===== config.mk =====
export PLATFORM = sky130hd
export DESIGN_NAME = segment_descriptor_table_allocator_flat
export DESIGN_NICKNAME = d
export VERILOG_FILES = /design/src/rtl/sdta_pkg.sv /design/src/rtl/sdta_if.sv /design/src/rtl/sdta_ram.sv /design/src/rtl/sdta_used.sv /design/src/rtl/segment_descriptor_table_allocator.sv /design/src/flat_wrapper.sv
export SDC_FILE = /design/constraint.sdc
export NUM_CORES = 2
export LEC_CHECK = 0
export BUFFER_PORTS_ARGS = -buffer_cell sky130_fd_sc_hd__buf_2
export CELL_PAD_IN_SITES_DETAIL_PLACEMENT = 1
export CELL_PAD_IN_SITES_GLOBAL_PLACEMENT = 1
export CORE_MARGIN = 4
export CORE_UTILIZATION = 35
export CTS_CLUSTER_DIAMETER = 120
export DETAILED_ROUTE_END_ITERATION = 7
export GPL_ROUTABILITY_DRIVEN = 0
export PLACE_DENSITY_LB_ADDON = 0.1
export SYNTH_ARGS = -nofsm -noshare
export SYNTH_HDL_FRONTEND = slang
export SYNTH_SLANG_ARGS = --single-unit

===== constraint.sdc =====
create_clock -name clk -period 4.4 [get_ports clk]
set_input_delay 0.22 -clock clk [delete_from_list [all_inputs] [get_ports clk]]
set_output_delay 0.22 -clock clk [all_outputs]
set_load 0.05 [all_outputs]

===== src/rtl/sdta_pkg.sv =====
// ----------------------------------------------------------------------------
// sdta_pkg: shared types and helpers for the segment descriptor table
// Table size, action codes, sequencer states and descriptor pack/decode.
// ----------------------------------------------------------------------------
package sdta_pkg;

	// Number of descriptor entries; entry 0 is never handed out.
	localparam int ENTRIES   = 32;
	localparam int IDX_W     = (ENTRIES > 2) ? $clog2(ENTRIES) : 1;
	// Selector bits that form the entry index (selector >> 3).
	localparam int SEL_W     = 16;
	localparam int SEL_IDX_W = SEL_W - 3;

	typedef enum logic [1:0] {
		ACT_ALLOC = 2'd0,
		ACT_FREE  = 2'd1,
		ACT_READ  = 2'd2,
		ACT_NOP   = 2'd3
	} act_t;

	typedef enum logic {
		ST_IDLE = 1'b0,
		ST_EXEC = 1'b1
	} state_t;

	// Update of one used bit.
	typedef struct packed {
		logic             wr;
		logic [IDX_W-1:0] idx;
		logic             val;
	} used_upd_t;

	// Result of the free-entry search.
	typedef struct packed {
		logic             full;
		logic [IDX_W-1:0] idx;
	} free_srch_t;

	// Descriptor layout: limit 15..0 in bits 15..0, limit 19..16 in bits 51..48,
	// base 23..0 in bits 39..16, base 31..24 in bits 63..56.
	function automatic logic [63:0] pack_desc(input logic [31:0] base,
		input logic [19:0] limit, input logic [63:0] attr);
		pack_desc = attr | {base[31:24], 4'h0, limit[19:16], 8'h00,
			base[23:0], limit[15:0]};
	endfunction

	function automatic logic [31:0] decode_base(input logic [63:0] w);
		decode_base = {w[63:56], w[39:16]};
	endfunction

	function automatic logic [19:0] decode_limit(input logic [63:0] w);
		decode_limit = {w[51:48], w[15:0]};
	endfunction

endpackage


===== src/rtl/sdta_if.sv =====
// ----------------------------------------------------------------------------
// sdta_if: channel interfaces of the segment descriptor table
// Command channel and response channel, each with valid/ready and payload.
// ----------------------------------------------------------------------------
interface sdta_cmd_if;
	logic        valid;
	logic        ready;
	logic [1:0]  action;
	logic [31:0] seg_base;
	logic [19:0] seg_limit;
	logic [63:0] attr_bits;
	logic [15:0] sel_in;

	modport source (output valid, action, seg_base, seg_limit, attr_bits, sel_in,
		input ready);
	modport sink (input valid, action, seg_base, seg_limit, attr_bits, sel_in,
		output ready);
endinterface

interface sdta_rsp_if;
	logic        valid;
	logic        ready;
	logic [15:0] sel_out;
	logic        status;
	logic [63:0] desc_word;
	logic [31:0] base_out;
	logic [19:0] limit_out;

	modport source (output valid, sel_out, status, desc_word, base_out, limit_out,
		input ready);
	modport sink (input valid, sel_out, status, desc_word, base_out, limit_out,
		output ready);
endinterface


===== src/rtl/sdta_ram.sv =====
// ----------------------------------------------------------------------------
// sdta_ram: simple dual-port synchronous RAM
// One write port and one read port with registered read data.
// ----------------------------------------------------------------------------
module sdta_ram #(
	parameter int DEPTH = 32,
	parameter int WIDTH = 64,
	parameter int AW    = 5
) (
	input  logic             clk,
	input  logic             we,
	input  logic [AW-1:0]    waddr,
	input  logic [WIDTH-1:0] wdata,
	input  logic             re,
	input  logic [AW-1:0]    raddr,
	output logic [WIDTH-1:0] rdata
);

	logic [WIDTH-1:0] mem [DEPTH];

	always_ff @(posedge clk) begin
		if (we) begin
			mem[waddr] <= wdata;
		end
	end

	always_ff @(posedge clk) begin
		if (re) begin
			rdata <= mem[raddr];
		end
	end

endmodule


===== src/rtl/sdta_used.sv =====
// ----------------------------------------------------------------------------
// sdta_used: used-bit vector and free-entry search
// Keeps one bit per entry, set while the stored word is nonzero, and finds
// the lowest free entry from index 1 upward.
// ----------------------------------------------------------------------------
module sdta_used
	import sdta_pkg::*;
(
	input  logic             clk,
	input  logic             arst_n,
	input  used_upd_t        upd,
	input  logic [IDX_W-1:0] qidx,
	output logic             qused,
	output free_srch_t       srch
);

	logic [ENTRIES-1:0] used_q;

	always_ff @(posedge clk or negedge arst_n) begin
		if (!arst_n) begin
			used_q <= '0;
		end else if (upd.wr) begin
			used_q[upd.idx] <= upd.val;
		end
	end

	assign qused = used_q[qidx];

	// Priority encoder: scanning downward leaves the lowest free index.
	always_comb begin
		srch.full = 1'b1;
		srch.idx  = '0;
		for (int i = ENTRIES - 1; i >= 1; i--) begin
			if (!used_q[i]) begin
				srch.full = 1'b0;
				srch.idx  = IDX_W'(i);
			end
		end
	end

endmodule


===== src/rtl/segment_descriptor_table_allocator.sv =====
// ----------------------------------------------------------------------------
// segment_descriptor_table_allocator: x86 segment descriptor slot allocator
// Allocates, frees and reads 64-bit descriptors kept in an on-chip table.
// ----------------------------------------------------------------------------
// Usage:
// A command word on cmd carries an action (allocate, free, read or no
// operation), a base, a limit and flag bits for allocate, and a selector for
// free and read. Every command word yields exactly one response word on rsp:
// the allocated selector and a full status, or the stored descriptor with its
// decoded base and limit, with unused fields zero.
// In the cycle a command is accepted the used-bit search runs, the descriptor
// memory read is issued and, for allocate, the memory write too; in the
// execute state the registered read data is decoded and the response is
// loaded into the output register once that register is free. No new command
// is accepted until the previous response has been loaded.
// Reset clears the used bits at once; an entry whose used bit is clear reads
// as zero, so the table reads all zero after reset with no clearing pass.
// When the receiver stalls, the response stays in the output register; the
// next command is still accepted and waits in the execute state until the
// output register frees up.
// ----------------------------------------------------------------------------
module segment_descriptor_table_allocator
	import sdta_pkg::*;
(
	input logic       clk,
	input logic       arst_n,
	sdta_cmd_if.sink  cmd,
	sdta_rsp_if.source rsp
);

	state_t state_q, state_d;

	logic                 accept;
	act_t                 act;
	logic [SEL_IDX_W-1:0] sel_idx;
	logic                 in_range;
	logic [63:0]          packed_word;

	used_upd_t            upd;
	free_srch_t           srch;
	logic                 qused;
	logic                 ram_we;
	logic [63:0]          rdata;

	// Command state held for the execute state.
	act_t                 act_s1;
	logic                 in_range_s1;
	logic                 used_s1;
	free_srch_t           srch_s1;

	logic                 load_out;
	logic                 rsp_valid_q;
	logic [15:0]          sel_d;
	logic                 status_d;
	logic [63:0]          word_d;

	assign accept   = cmd.valid && cmd.ready;
	assign act      = act_t'(cmd.action);
	assign sel_idx  = cmd.sel_in[SEL_W-1:3];
	// One extra bit keeps the compare correct when the table fills the index.
	assign in_range = {1'b0, sel_idx} < (SEL_IDX_W + 1)'(ENTRIES);
	assign packed_word = pack_desc(cmd.seg_base, cmd.seg_limit, cmd.attr_bits);

	// Free entries are found in the used-bit vector; an allocation of a zero
	// word is stored but leaves the entry free.
	always_comb begin
		upd.wr  = 1'b0;
		upd.idx = srch.idx;
		upd.val = 1'b0;
		ram_we  = 1'b0;
		if (accept) begin
			unique case (act) inside
				ACT_ALLOC: begin
					upd.wr  = !srch.full;
					upd.val = packed_word != 64'd0;
					ram_we  = !srch.full;
				end
				ACT_FREE: begin
					upd.wr  = in_range;
					upd.idx = sel_idx[IDX_W-1:0];
				end
				ACT_READ, ACT_NOP: begin
				end
				default: begin
				end
			endcase
		end
	end

	sdta_used u_used (
		.clk    (clk),
		.arst_n (arst_n),
		.upd    (upd),
		.qidx   (sel_idx[IDX_W-1:0]),
		.qused  (qused),
		.srch   (srch)
	);

	sdta_ram #(
		.DEPTH (ENTRIES),
		.WIDTH (64),
		.AW    (IDX_W)
	) u_ram (
		.clk   (clk),
		.we    (ram_we),
		.waddr (srch.idx),
		.wdata (packed_word),
		.re    (accept),
		.raddr (sel_idx[IDX_W-1:0]),
		.rdata (rdata)
	);

	always_ff @(posedge clk) begin
		if (accept) begin
			act_s1      <= act;
			in_range_s1 <= in_range;
			used_s1     <= qused;
			srch_s1     <= srch;
		end
	end

	// Sequencer: idle until a command arrives, then execute until the response is loaded.
	always_ff @(posedge clk or negedge arst_n) begin
		if (!arst_n) begin
			state_q <= ST_IDLE;
		end else begin
			state_q <= state_d;
		end
	end

	always_comb begin
		state_d   = state_q;
		cmd.ready = 1'b0;
		load_out  = 1'b0;
		unique case (state_q)
			ST_IDLE: begin
				cmd.ready = 1'b1;
				if (cmd.valid) begin
					state_d = ST_EXEC;
				end
			end
			ST_EXEC: begin
				load_out = !rsp_valid_q || rsp.ready;
				if (load_out) begin
					state_d = ST_IDLE;
				end
			end
			default: begin
				state_d = ST_IDLE;
			end
		endcase
	end

	// Response fields; a never-used or freed entry reads as zero.
	always_comb begin
		sel_d    = '0;
		status_d = 1'b0;
		word_d   = '0;
		case (act_s1)
			ACT_ALLOC: begin
				status_d = srch_s1.full;
				if (!srch_s1.full) begin
					sel_d = 16'({srch_s1.idx, 3'b000});
				end
			end
			ACT_READ: begin
				if (in_range_s1 && used_s1) begin
					word_d = rdata;
				end
			end
			default: begin
			end
		endcase
	end

	always_ff @(posedge clk or negedge arst_n) begin
		if (!arst_n) begin
			rsp_valid_q <= 1'b0;
		end else if (load_out) begin
			rsp_valid_q <= 1'b1;
		end else if (rsp.ready) begin
			rsp_valid_q <= 1'b0;
		end
	end

	always_ff @(posedge clk) begin
		if (load_out) begin
			rsp.sel_out   <= sel_d;
			rsp.status    <= status_d;
			rsp.desc_word <= word_d;
			rsp.base_out  <= decode_base(word_d);
			rsp.limit_out <= decode_limit(word_d);
		end
	end

	assign rsp.valid = rsp_valid_q;

endmodule


===== src/flat_wrapper.sv =====
// flat-port wrapper written by rule: the top's interface ports become plain ports
module segment_descriptor_table_allocator_flat import sdta_pkg::*;
  (clk, arst_n, cmd_valid, cmd_action, cmd_seg_base, cmd_seg_limit, cmd_attr_bits, cmd_sel_in, cmd_ready, rsp_valid, rsp_sel_out, rsp_status, rsp_desc_word, rsp_base_out, rsp_limit_out, rsp_ready);
  sdta_cmd_if cmd_i ();
  sdta_rsp_if rsp_i ();
  input logic clk;
  input logic arst_n;
  input wire logic [$bits(cmd_i.valid)-1:0] cmd_valid;
  input wire logic [$bits(cmd_i.action)-1:0] cmd_action;
  input wire logic [$bits(cmd_i.seg_base)-1:0] cmd_seg_base;
  input wire logic [$bits(cmd_i.seg_limit)-1:0] cmd_seg_limit;
  input wire logic [$bits(cmd_i.attr_bits)-1:0] cmd_attr_bits;
  input wire logic [$bits(cmd_i.sel_in)-1:0] cmd_sel_in;
  output wire logic [$bits(cmd_i.ready)-1:0] cmd_ready;
  output wire logic [$bits(rsp_i.valid)-1:0] rsp_valid;
  output wire logic [$bits(rsp_i.sel_out)-1:0] rsp_sel_out;
  output wire logic [$bits(rsp_i.status)-1:0] rsp_status;
  output wire logic [$bits(rsp_i.desc_word)-1:0] rsp_desc_word;
  output wire logic [$bits(rsp_i.base_out)-1:0] rsp_base_out;
  output wire logic [$bits(rsp_i.limit_out)-1:0] rsp_limit_out;
  input wire logic [$bits(rsp_i.ready)-1:0] rsp_ready;
  assign cmd_i.valid = cmd_valid;
  assign cmd_i.action = cmd_action;
  assign cmd_i.seg_base = cmd_seg_base;
  assign cmd_i.seg_limit = cmd_seg_limit;
  assign cmd_i.attr_bits = cmd_attr_bits;
  assign cmd_i.sel_in = cmd_sel_in;
  assign cmd_ready = cmd_i.ready;
  assign rsp_valid = rsp_i.valid;
  assign rsp_sel_out = rsp_i.sel_out;
  assign rsp_status = rsp_i.status;
  assign rsp_desc_word = rsp_i.desc_word;
  assign rsp_base_out = rsp_i.base_out;
  assign rsp_limit_out = rsp_i.limit_out;
  assign rsp_i.ready = rsp_ready;
  segment_descriptor_table_allocator u_core (.clk(clk), .arst_n(arst_n), .cmd(cmd_i), .rsp(rsp_i));
endmodule

==> flow_metrics.py <==
metrics = {
    "clock_tree": {
        "clkTransAtPathRegs_ns": 0.06,
        "clk_path_buf_depth": 3,
        "root_buffer": "clkbuf_16",
        "numClockSinks": 2226,
        "cts_resized": 0,
        "cts_tree": "done",
        "post_cts_buffers": 0,
        "cts_buffers": 237,
        "htree_levels": 4,
        "clock_latency_ns": 0.88,
    },
    "setup_path": {
        "arrival_ns": 4.40,
        "critPathRequiredTime_ns": 5.17,
        "worstPathMaxFanout": 33,
        "cp_slowest_stage_delay_ns": 0.69,
        "cp-end-kind": "flip-flop",
        "cp.depth": 11,
        "r2r_start": "u_core.state_q$_DFF_PN0_",
        "reg2regPathDepth": 6,
        "crit_family": "simple AND/OR/NAND/NOR gates",
        "crit_chain": "dlygate4sd3_1 -> buf_2 -> or2_1 -> dlygate4sd3_1 -> buf_4 -> or4_1 -> or4_1 -> nor4_4 -> a21oi_2 -> nor2b_1 -> a22o_1",
        "startpoint_type": "input port",
        "criticalPathCategory": "in -> reg",
        "r2r_end": "u_core.u_ram.mem[12][12]$_DFFE_PP_",
        "regToRegSetupSlack_ns": 0.82,
        "path_buf_inv": 4,
        "slowest_stage": "or4_1",
    },
    "global_routing": {
        "grt_overflow": 0,
        "grt_pass1_vias": 42700,
        "antenna_found_initial": 11,
        "grt_pass1_wl_mm": 336,
        "grt_max_degree": 69,
        "grt_util_all_layers": 0.190,
    },
    "worst_hold_path": {
        "hold_class": "in -> reg",
        "whs_endpoint": "u_core.u_ram.mem[11][32]$_DFFE_PP_",
        "min_from": "cmd_seg_base[16]",
        "holdPathStages": 2,
    },
    "route": {
        "drc": 0,
        "vias": 39700,
        "wl_met3_mm": 9.65,
        "detail_route.wl_per_cell_um": 31.6,
        "vias_per_cell": 5.27,
        "drtIter0Drc": 3385,
        "top_layer_used": "met5",
        "wl_met1_mm": 109,
        "dr.pass1.iters": 7,
        "totalWireLength_mm": 238,
        "antenna_left": 0,
        "wl_met2_mm": 115,
    },
    "yosys": {
        "yosys_warnings": 0,
        "synth_area_leaders": "edfxtp_1, mux4_2, mux2_2",
        "synth_flop_cell": "edfxtp_1",
        "synth_top_area_cell": "edfxtp_1",
        "ys_seq_elements": 2226,
        "yosysMostFrequentCell": "edfxtp_1",
        "async_flop_share": 0.0153,
        "synth.distinct_cells": 56,
        "avgSynthCellArea_sq_um": 24.0,
        "yosys.area.top_type_share": 0.770,
        "synth_edf_count": 2192,
        "yosysSeqAreaShare": 0.780,
        "synth_cells": 3562,
        "syn-cell-area_sq_um": 85500,
        "synth_common_cells": "edfxtp_1, mux4_2, clkbuf_1",
    },
    "timing": {
        "maxSlewHeadroom": 0.348,
        "fin_tns_setup_ns": 0,
        "fmax_ghz": 0.275,
        "grt_setup_unrepaired": "no",
        "fin_worst_skew_ns": 0.0323,
        "drv_slew": 0,
        "final.min_clock_period_ns": 3.64,
        "tightest_slew_ns": 0.978,
        "hold_viol": 0,
        "fin_crit_sh": 0.827,
        "finalSetupViolations": 0,
    },
    "floorplan": {
        "pin_count": 273,
        "fp.dieW_um": 502,
        "core_sq_um": 243000,
        "std_cell_rows": 181,
        "die_area_sq_um": 252000,
        "dieHeight_um": 502,
        "start_util": 0.352,
    },
    "power_and_ir_drop": {
        "power.density_nw_per_um2": 450,
        "p_comb_frac": 0.058,
        "vdd_ir_drop_max_v": 0.000365,
        "p_switching_mw": 10.0,
        "intPower_mw": 35.1,
        "share_seq_of_total_power": 0.523,
        "cellLeakagePower_nw": 32.9,
        "sw_frac_of_total": 0.222,
        "p_clk_frac": 0.418,
    },
    "run": {
        "drv_cap": 0,
    },
    "cells_and_area": {
        "area_delta_synth_final_pct": 17.4,
        "nets": 4283,
        "finalNonFillerCells": 7545,
        "drive_above_1_share": 0.361,
    },
    "placed_design": {
        "port-buffer-count": 258,
        "dpl.cell_count": 7055,
        "hpwl_mm": 125,
    },
    "outcome": {
        "status": "finished, final reports clean",
    },
}
flip-flops by register name, indices dropped and copies added (netlist names):
signal / flops
u_core.rsp.valid: 1
u_core.rsp.sel_out: 5
u_core.act_s1: 2
u_core.rsp.limit_out: 19
u_core.u_used.used_q: 32
u_core.rsp.base_out: 31
u_core.srch_s1: 6
u_core.rsp.status: 1
u_core.rsp.desc_word: 14
u_core.u_ram.rdata: 64
u_core.state_q: 1
u_core.u_ram.mem: 2048
u_core.used_s1: 1
u_core.in_range_s1: 1
metal layers:
metal	up-vias	global-route usage
li1	16300	-
met1	22200	0.274
met2	914	0.306
met3	286	0.0288
met4	2	0.0418
met5	-	0
worst register-to-register path, stage by stage (launching register included):
cell and delay [ns]:
dfrtp_1 0.39, nand2b_1 0.28, or3_1 0.54, nor4_1 0.58, nand2_1 0.42, nor2_4 0.75, buf_12 0.28
kinds of logic (layout without fill, tap and decap cells):
group	after synthesis	in the layout	synth area share
compound gates	58	58	0.00451
buf+inv	237	942	0.0133
flops	2226	2226	0.780
mux	731	731	0.182
other cells	1	77	0.0000439
simple gates	309	309	0.0202
worst max path at each step:
stage / startpoint / endpoint / slack (ns)
global route: u_core.u_used.used_q[6]$_DFFE_PN0P_ / u_core.u_ram.mem[18][17]$_DFFE_PP_ / 0.57
floorplan: u_core.u_used.used_q[6]$_DFFE_PN0P_ / u_core.u_ram.mem[4][0]$_DFFE_PP_ / -0.22
detailed placement: cmd_seg_base[2] / u_core.u_used.used_q[8]$_DFFE_PN0P_ / 0.88
CTS: cmd_seg_limit[15] / u_core.u_used.used_q[12]$_DFFE_PN0P_ / 0.84
finish: cmd_seg_limit[15] / u_core.u_used.used_q[12]$_DFFE_PN0P_ / 0.76
global placement: cmd_seg_base[2] / u_core.u_used.used_q[8]$_DFFE_PN0P_ / 0.91
placed cells by master (no fill, tap or decap), types with 37 or more instances in the layout:
cell and n:
edfxtp_1 2192, mux4_2 650, buf_2 253, clkbuf_16 240
buf_4 117, mux2_2 79, conb_1 75, clkinv_1 75
and2_1 71, buf_12 71, nand2_1 58, dlygate4sd3_1 52
clkbuf_1 49, or2_2 40, clkinv_2 37
power by group through the flow:
| stage | Clock (mW) | Sequential (mW) | Combinational, mW |
|---|---|---|---|
| after floorplan | 0 | 24.3 | 1.49 |
| final | 18.9 | 23.6 | 2.63 |
| after detailed placement | 0 | 24.1 | 2.66 |
| after global routing | 20.4 | 23.7 | 2.82 |
| after CTS | 19.5 | 23.6 | 2.71 |
| after global placement | 0 | 24.1 | 2.65 |
timing repair:
item,4_1_cts,5_1_grt
hold endpoints to repair,754,0
hold buffers,53,0
setup endpoints to repair,0,0
stage by stage:
| stage | setup slack [ns] | power (mW) | instance area [sq um] | hold WS [ns] | util |
|---|---|---|---|---|---|
| final | 0.763 | 45.2 | 100000 | 0.0506 | 0.413 |
| after global routing | 0.569 | 46.9 | 100000 | 0.0464 | 0.413 |
| after CTS | 0.837 | 45.9 | 100000 | 0.000597 | 0.413 |
| after detailed placement | 0.881 | 26.8 | 92500 | 0.397 | 0.381 |
| after global placement | 0.911 | 26.7 | 92500 | 0.381 | 0.381 |
| after floorplan | -0.215 | 25.8 | 85800 | -0.0756 | - |
layout make-up:
class | instances | area (sq um)
repair buffers | 498 | 4160
diodes | 2 | 5.00
clock inverters | 146 | 1080
inverters | 9 | 38.8
flip-flops and latches | 2226 | 66700
multi-input cells | 1173 | 18200
well taps | 3202 | 4010
clock buffers | 289 | 6190
fillers | 22400 | 143000
(Power assumes the default switching activity.)
